<file path="src/sv/plbc_pkg.sv">
package plbc_pkg;

    localparam int NUM_STAGES = 11;

    localparam logic [63:0] CORE_KEY = 64'h4341_5241_4C41_4355;

    localparam logic [3:0] SBOX_FWD [16] = '{
        4'h4, 4'h7, 4'h2, 4'h1, 4'h8, 4'hB, 4'hE, 4'hD,
        4'hF, 4'hC, 4'h9, 4'hA, 4'h3, 4'h0, 4'h5, 4'h6
    };

    localparam logic [3:0] SBOX_INV [16] = '{
        4'hD, 4'h3, 4'h2, 4'hC, 4'h0, 4'hE, 4'hF, 4'h1,
        4'h4, 4'hA, 4'hB, 4'h5, 4'h9, 4'h7, 4'h6, 4'h8
    };

    localparam logic [63:0] ROUND_CONST [12] = '{
        64'h0000000000000000, 64'h13198A2E03707344,
        64'hA4093822299F31D0, 64'h082EFA98EC4E6C89,
        64'h452821E638D01377, 64'hBE5466CF34E90C6C,
        64'h7EF84F78FD955CB1, 64'h85840851F1AC43AA,
        64'hC882D32F25323C54, 64'h64A51195E0E3610D,
        64'hD3B5A399CA0C2399, 64'hC0AC29B7C97C50DD
    };

    typedef enum logic {
        FUNC_ENCRYPT = 1'b0,
        FUNC_DECRYPT = 1'b1
    } func_t;

    function automatic logic [63:0] sub_nibbles(input logic [63:0] x, input logic inv);
        logic [63:0] r;
        r = '0;
        for (int i = 0; i < 16; i++) begin
            r[4*i +: 4] = inv ? SBOX_INV[x[4*i +: 4]] : SBOX_FWD[x[4*i +: 4]];
        end
        return r;
    endfunction

    // out nibble i = in nibble (add + mul*i) mod 16
    function automatic logic [63:0] permute_nibbles(input logic [63:0] x,
                                                    input int mul, input int add);
        logic [63:0] r;
        logic [3:0]  src;
        r = '0;
        for (int i = 0; i < 16; i++) begin
            src = 4'(add + mul * i);
            r[4*i +: 4] = x[4*src +: 4];
        end
        return r;
    endfunction

    function automatic logic [15:0] mix16(input logic [15:0] x, input int off);
        logic [15:0] r;
        logic        p;
        logic [1:0]  e;
        r = '0;
        for (int j = 0; j < 4; j++) begin
            p = x[j] ^ x[4+j] ^ x[8+j] ^ x[12+j];
            for (int g = 0; g < 4; g++) begin
                e = 2'(j + 4 - g + off);
                r[4*g + j] = p ^ x[4*e + j];
            end
        end
        return r;
    endfunction

    function automatic logic [63:0] mprime(input logic [63:0] x);
        return {mix16(x[63:48], 3), mix16(x[47:32], 0),
                mix16(x[31:16], 0), mix16(x[15:0], 3)};
    endfunction

    function automatic logic [63:0] derived_key(input logic [63:0] k0);
        return {k0[0], k0[63:1]} ^ {63'b0, k0[63]};
    endfunction

    // Round at position pos (1..5) before the middle layer.
    function automatic logic [63:0] fwd_round(input logic [63:0] x, input logic dec,
                                              input int pos);
        logic [63:0] s;
        s = mprime(sub_nibbles(x, 1'b0));
        s = permute_nibbles(s, 5, dec ? 2 : 14);
        return s ^ CORE_KEY ^ ROUND_CONST[dec ? 11 - pos : pos];
    endfunction

    function automatic logic [63:0] middle_layer(input logic [63:0] x);
        return sub_nibbles(mprime(sub_nibbles(x, 1'b0)), 1'b1);
    endfunction

    // Round at position pos (6..10) after the middle layer.
    function automatic logic [63:0] bwd_round(input logic [63:0] x, input logic dec,
                                              input int pos);
        logic [63:0] s;
        s = x ^ CORE_KEY ^ ROUND_CONST[dec ? 11 - pos : pos];
        s = permute_nibbles(s, 13, dec ? 10 : 6);
        return sub_nibbles(mprime(s), 1'b1);
    endfunction

endpackage

</file>
<file path="src/sv/prince_like_block_cipher.sv">
// Channel   Dir  Handshake                      Payload
// s_axis    in   s_axis_tvalid / s_axis_tready  tdata: block_in; tuser: func
// m_axis    out  m_axis_tvalid / m_axis_tready  tdata: block_out
// apb       in   psel, penable, pwrite, pready  64-bit whitening key at address 0
//
// Eleven register stages: five forward rounds (the first with input whitening),
// the middle layer, five backward rounds (the last with output whitening).
// One block per clock while the output is not stalled.
// Each stage holds its request while the next one is full and stalled, so
// bubbles are squeezed out and nothing is dropped or repeated.
// aresetn clears the stage valid bits and the key register.
module prince_like_block_cipher
    import plbc_pkg::*;
(
    input  logic        aclk,
    input  logic        aresetn,

    input  logic        s_axis_tvalid,
    output logic        s_axis_tready,
    input  logic [63:0] s_axis_tdata,   // [63:0] block_in
    input  logic [0:0]  s_axis_tuser,   // [0] func

    output logic        m_axis_tvalid,
    input  logic        m_axis_tready,
    output logic [63:0] m_axis_tdata,   // [63:0] block_out

    input  logic        psel,
    input  logic        penable,
    input  logic        pwrite,
    input  logic [3:0]  paddr,
    input  logic [63:0] pwdata,
    output logic [63:0] prdata,
    output logic        pready
);

    logic [63:0] key_reg;
    logic [63:0] key_in;     // k0 ^ k1
    logic [63:0] key_out;    // k0' ^ k1 ^ alpha

    logic [63:0] data_reg  [NUM_STAGES];
    logic [63:0] data_next [NUM_STAGES];
    logic        func_reg  [NUM_STAGES];
    logic        valid_reg [NUM_STAGES];
    logic        ready     [NUM_STAGES + 1];

    // register index is paddr[3]; only index 0 exists
    assign pready = 1'b1;
    assign prdata = paddr[3] ? 64'd0 : key_reg;

    always_ff @(posedge aclk) begin
        if (!aresetn) begin
            key_reg <= '0;
        end else if (psel && penable && pwrite && !paddr[3]) begin
            key_reg <= pwdata;
        end
    end

    assign key_in  = key_reg ^ CORE_KEY;
    assign key_out = derived_key(key_reg) ^ CORE_KEY ^ ROUND_CONST[11];

    assign ready[NUM_STAGES] = m_axis_tready;
    assign s_axis_tready     = ready[0];
    assign m_axis_tvalid     = valid_reg[NUM_STAGES - 1];
    assign m_axis_tdata      = data_reg[NUM_STAGES - 1];

    for (genvar st = 0; st < NUM_STAGES; st++) begin : g_stage
        logic        valid_in;
        logic        func_in;
        logic [63:0] data_in;

        if (st == 0) begin : g_first
            assign valid_in = s_axis_tvalid;
            assign func_in  = s_axis_tuser[0];
            assign data_in  = s_axis_tdata ^
                              ((s_axis_tuser[0] == FUNC_DECRYPT) ? key_out : key_in);
        end else begin : g_mid
            assign valid_in = valid_reg[st - 1];
            assign func_in  = func_reg[st - 1];
            assign data_in  = data_reg[st - 1];
        end

        if (st < 5) begin : g_fwd
            assign data_next[st] = fwd_round(data_in, func_in, st + 1);
        end else if (st == 5) begin : g_middle
            assign data_next[st] = middle_layer(data_in);
        end else if (st < NUM_STAGES - 1) begin : g_bwd
            assign data_next[st] = bwd_round(data_in, func_in, st);
        end else begin : g_last
            assign data_next[st] = bwd_round(data_in, func_in, st) ^
                                   ((func_in == FUNC_DECRYPT) ? key_in : key_out);
        end

        assign ready[st] = !valid_reg[st] || ready[st + 1];

        always_ff @(posedge aclk) begin
            if (!aresetn) begin
                valid_reg[st] <= 1'b0;
            end else if (ready[st]) begin
                valid_reg[st] <= valid_in;
            end
        end

        always_ff @(posedge aclk) begin
            if (ready[st] && valid_in) begin
                data_reg[st] <= data_next[st];
                func_reg[st] <= func_in;
            end
        end
    end

endmodule

</file>
<file path="config.mk">
export PLATFORM = sky130hd
export DESIGN_NAME = prince_like_block_cipher
export DESIGN_NICKNAME = d
export VERILOG_FILES = /design/src/sv/plbc_pkg.sv /design/src/sv/prince_like_block_cipher.sv
export SDC_FILE = /design/constraint.sdc
export NUM_CORES = 2
export LEC_CHECK = 0
export ABC_AREA = 0
export BUFFER_PORTS_ARGS = -buffer_cell sky130_fd_sc_hd__buf_4
export CAP_MARGIN = 10
export CORE_ASPECT_RATIO = 1.75
export CORE_MARGIN = 2
export CORE_UTILIZATION = 57
export CTS_CLUSTER_SIZE = 24
export DETAILED_ROUTE_END_ITERATION = 12
export PLACE_DENSITY_LB_ADDON = 0.12
export SYNTH_ARGS = -nofsm -noshare
export SYNTH_HDL_FRONTEND = slang
export SYNTH_SLANG_ARGS = --single-unit
</file>
<file path="constraint.sdc">
create_clock -name aclk -period 18.9 [get_ports aclk]
set_input_delay 3.78 -clock aclk [delete_from_list [all_inputs] [get_ports aclk]]
set_output_delay 3.78 -clock aclk [all_outputs]
set_load 0.03 [all_outputs]
</file>
=== Word level (Yosys, flattened, before mapping) ===
Memory sizes are Yosys's and may differ from the RTL's.
Cells that the tools add are included.

* Register bits after elaboration: 64
* Memory bits (writable): 726
* Bits in read-only memories: 22528
* Bits of input ports: 140
* Output and inout port bits: 131
* Logic and storage cells: 2720
* Memories kept: 205

{| class="wikitable"
|+ Memory list
! memory !! depth !! bits a word !! rd ports !! clocked after memory_dff !! wr ports !! line !! RTL
|-
| (name not given) || 16 || 64 || 1 || 0 || 0 || plbc_pkg.sv:94 || <nowiki>s = x ^ CORE_KEY ^ ROUND_CONST[dec ? 11 - pos : pos];</nowiki>
|-
| (name not given) || 16 || 64 || 1 || 0 || 0 || plbc_pkg.sv:94 ||
|-
| (name not given) || 16 || 64 || 1 || 0 || 0 || plbc_pkg.sv:94 ||
|-
| (name not given) || 16 || 64 || 1 || 0 || 0 || plbc_pkg.sv:94 ||
|-
| (name not given) || 16 || 64 || 1 || 0 || 0 || plbc_pkg.sv:83 || <nowiki>return s ^ CORE_KEY ^ ROUND_CONST[dec ? 11 - pos : pos];</nowiki>
|-
| (name not given) || 16 || 64 || 1 || 0 || 0 || plbc_pkg.sv:94 ||
|-
| +199 memories || n/a || n/a || n/a || n/a || n/a || n/a ||
|}

* Add/sub/neg operators: 150
* $lt $le $gt $ge: 202
* Shift operators: 160
* Multiplexer cells: 494
* Bitwise gates (word level): 1471
* Reductions and logical operators: 37

{| class="wikitable"
|+ Operators with widths
! operator !! number
|-
| $shiftx A64 B7 Y4 || 160
|-
| $mux W4 || 400
|-
| $mux W64 || 23
|-
| $xor A1 B1 Y1 || 1232
|-
| $ge A5 B5 Y1 const B || 192
|-
| $not A4 Y5 || 192
|-
| $xor A64 B64 Y64 || 12
|-
| $add A4 B4 Y4 const B || 80
|-
| $ge A32 B5 Y1 const B || 10
|-
| $not A22 Y22 || 12
|-
| $not A4 Y32 || 6
|-
| $add A4 B3 Y4 const B || 40
|-
| $not A3 Y32 || 4
|-
| $add A4 B2 Y4 const B || 20
|-
| $mux W1 || 67
|-
| $xor A64 B1 Y64 || 1
|-
| $add A4 B1 Y4 const B || 10
|-
| $not A32 Y32 || 1
|-
| $logic_and A1 B1 Y1 || 14
|-
| $logic_not A1 Y1 || 12
|-
| $logic_or A1 B1 Y1 || 11
|-
| $or A1 B1 Y1 || 11
|-
| $mux W2 || 4
|}

=== Depth between registers and ports, before layout ===
An unclocked memory read counts as a cell.

* Depth after elaboration: 17
* Depth in mapped cells: 16
* Gate-level depth less buffers: 11

=== Worst setup path after synthesis ===
No wires, ideal clock.

* Path type: input to register
* From: input m_axis_tready
* To: memory valid_reg[3], data pin
* Setup time: 0.167 ns
* Arrival: 9.666 ns
* Data required time: 18.733 ns
* Slack: 9.067 ns
* Stages on the path: 5
* Path buffers: 0
* Cells stage by stage: and4b_1 -> and3_1 -> and3_1 -> a21boi_0 -> and2_1

{| class="wikitable"
|+ RTL lines
! element !! line !! RTL
|-
| start, declared || prince_like_block_cipher.sv:24 || <nowiki>input logic m_axis_tready,</nowiki>
|-
| end, declared || prince_like_block_cipher.sv:43 || <nowiki>logic valid_reg [NUM_STAGES];</nowiki>
|}

=== Final worst setup path ===
* From: input m_axis_tready
* To: output s_axis_tready

* Word-level cells in the longest chain between the ends: 11

{| class="wikitable"
|+ RTL lines
! element !! line !! RTL
|-
| $logic_or A1 B1 Y1 (11 in a row) || prince_like_block_cipher.sv:93 || <nowiki>assign ready[st] = !valid_reg[st] || ready[st + 1];</nowiki>
|-
| end, declared || prince_like_block_cipher.sv:19 || <nowiki>output logic s_axis_tready,</nowiki>
|}

Every way passes these cells.

==> summary.txt <==
status - finished, final reports clean
first-pass GRT wire length - 260000 µm
vias in the first global route - 39800
Synth Instances - 5658
largest net degree at the start of global routing - 91
TritonCTS clock tree - yes
Worst-Skew Late Latency - 0.71 ns
die area - 106000 µm²
Chip Height - 428 µm
Startpoint Class - primary input
Initial Utilization - 57.5%
Crit. End Element - output port
Mapped Avg Cell Area - 10.4 µm²
Ports - 271
global placement routability congestion - 0.998
Port Buffers - 266
Fin Clk Skew - 0.0347 ns
sequential fraction of the synthesis area - 39.3%
Max Used Layer - met5
Detail Route Antenna Nets - 0
clock slew at reported path FFs - 0.06 ns
most frequent cells in the layout - 1647 x xnor2_1, 724 x edfxtp_1, 625 x xor2_1
most common cell after layout, fill and taps aside - xnor2_1
# DRC - 0
TritonRoute pass-1 iters - 7
Row Count - 155
Setup TNS - 0 ns
post-route minimum period - 9.92 ns
clock root buffer - clkbuf_16
RSZ-0062 raised after global routing - no
Worst Tran Pin Value - 1.23 ns
share of layout cells above drive strength 1 - 9.10%
synth unique cells - 46
maximum level of the CTS H-tree - 3
core area - 102000 µm²
wire length on met2 - 97800 µm
Slew headroom - 17.3%
M1 WL - 58500 µm
cell area after layout - 64100 µm²
arrival time worst endpoint - 6.14 ns
CTS Hold Bufs - 0
Vias - 39500
Top FF cell, synth - edfxtp_1
flip-flop count of the largest register after layout - 704
fin. max-slew vios - 0
PD cells - 154 nW/µm²
EDFF count, synth - 724
vias per inst - 5.48
TritonCTS Sinks - 789
R2R depth - 8
Iteration-0 DRC Markers - 2727
total gr overflow - 0
Hold Fails Final Rpt - 0
Max FO, Critical Path - 5
Post-synth ARST share - 0%
Tot Pwr - 9910 µW
syn nets - 5952
WL final - 182000 µm
critical path class - in -> out
Hold WC Path Type - reg -> reg
peak supply drop - 0.318 mV
Pleak - 0.0234 µW
WL per Instance - 25.2 µm
post-CTS setup buffers - 0
flops & latches, synth - 789
final setup fails - 0
hold path cells - 0
CTS buffer count - 77
dpl hpwl - 147000 µm
met3 wire len - 8650 µm
dpl cell area - 61500 µm²
Clock Tree Buf Depth - 3
Fmax - 101 MHz
CP Data Required Time - 15.12 ns
Syn-to-layout area delta - 9.44%
Final Cycle Share - 52.5%
fillers - 8817
Max Cap Viol - 0
Die Width - 246 µm
Syn. warnings - 0
Synth Cell Area - 58600 µm²
initial antenna violation count - 19
All-Layer GR Usage - 34.3%
Total Nets Final - 6099
CTS resizes - 0
-- per-layer routing --
metal,track usage (%),vias up
met1,32.6,18900
met2,64.1,1213
met5,0,-
met4,27.0,14
met3,5.69,548
li1,-,18800
-- power by group --
group | internal (µW) | switching, µW
logic | 1890 | 3700
registers | 2480 | 222
clock network | 896 | 715
total | 5270 | 4630
-- through the flow --
stage / hold WS [ns] / instances / setup slack [ns] / util (%)
floorplan: 0.400 / 5658 / 9.07 / -
global placement: 0.419 / 7060 / 9.01 / 60.3
detailed placement: 0.423 / 7060 / 8.98 / 60.3
CTS: 0.437 / 7200 / 8.94 / 62.9
global route: 0.440 / 7209 / 8.80 / 62.9
finish: 0.439 / 7212 / 8.98 / 62.9
-- area by class of cell --
cell class | count | area (µm²) | share of cell area, %
Timing Repair Buffer | 300 | 2260 | 3.52
Multi-Input combinational cell | 4428 | 33800 | 52.7
Antenna cell | 12 | 30.0 | 0.0468
Inverter | 209 | 787 | 1.23
Tap cell | 1334 | 1670 | 2.60
Sequential cell | 789 | 23000 | 35.9
Clock buffer | 95 | 2070 | 3.22
Clock inverter | 45 | 500 | 0.780
-- worst max-delay path, cell delays in order --
cell,delay (ns)
buf_4,0.11
and4b_1,0.49
and3_1,0.44
and3_1,0.41
and3_1,0.29
and2_1,0.27
nand2_1,0.13
buf_4,0.19
-- synth_stat cells, types with 5 or more instances --
master	n	area (µm²)
edfxtp_1	724	21700
a21oi_2	8	70.1
buf_6	6	67.6
nor2b_1	53	332
and3_1	5	31.3
xnor2_2	40	651
and2_1	10	62.6
xor2_1	625	5470
nand3_1	5	25.0
o21ai_1	74	370
ha_1	154	1930
buf_4	18	135
mux2i_4	6	135
o21ai_0	217	1090
buf_2	73	365
clkbuf_1	107	402
mux2i_1	292	2920
a21boi_0	71	533
buf_1	27	101
xnor3_1	8	180
mux2_2	19	214
nand2_1	463	1740
a21oi_1	249	1250
dfxtp_1	65	1300
inv_2	5	18.8
inv_1	202	758
xor2_2	14	228
xnor2_1	1647	14400
nor2_1	440	1650
-- worst paths after layout --
| path | from | end | slack [ns] |
|---|---|---|---|
| worst max-delay path | m_axis_tready | s_axis_tready | 8.98 |
| worst min-delay path | func_reg[4] | func_reg[5] | 0.44 |
| worst max register to register | func_reg[9] | data_reg[10][49] | 14.35 |
| worst min register to register | func_reg[4] | func_reg[5] | 0.44 |
-- logic make-up after synthesis --
family | count (synthesis) | synth area share (%)
AO/OA/AOI/OAI | 627 | 5.75
buffers and inverters | 441 | 3.18
multiplexers | 322 | 5.70
other | 1 | 0.00640
flip-flops | 789 | 39.3
adder cells (fa/ha/maj) | 154 | 3.29
AND/OR/NAND/NOR | 981 | 6.62
XOR/XNOR | 2343 | 36.2
No activity file was read; power rests on OpenSTA's default activity.
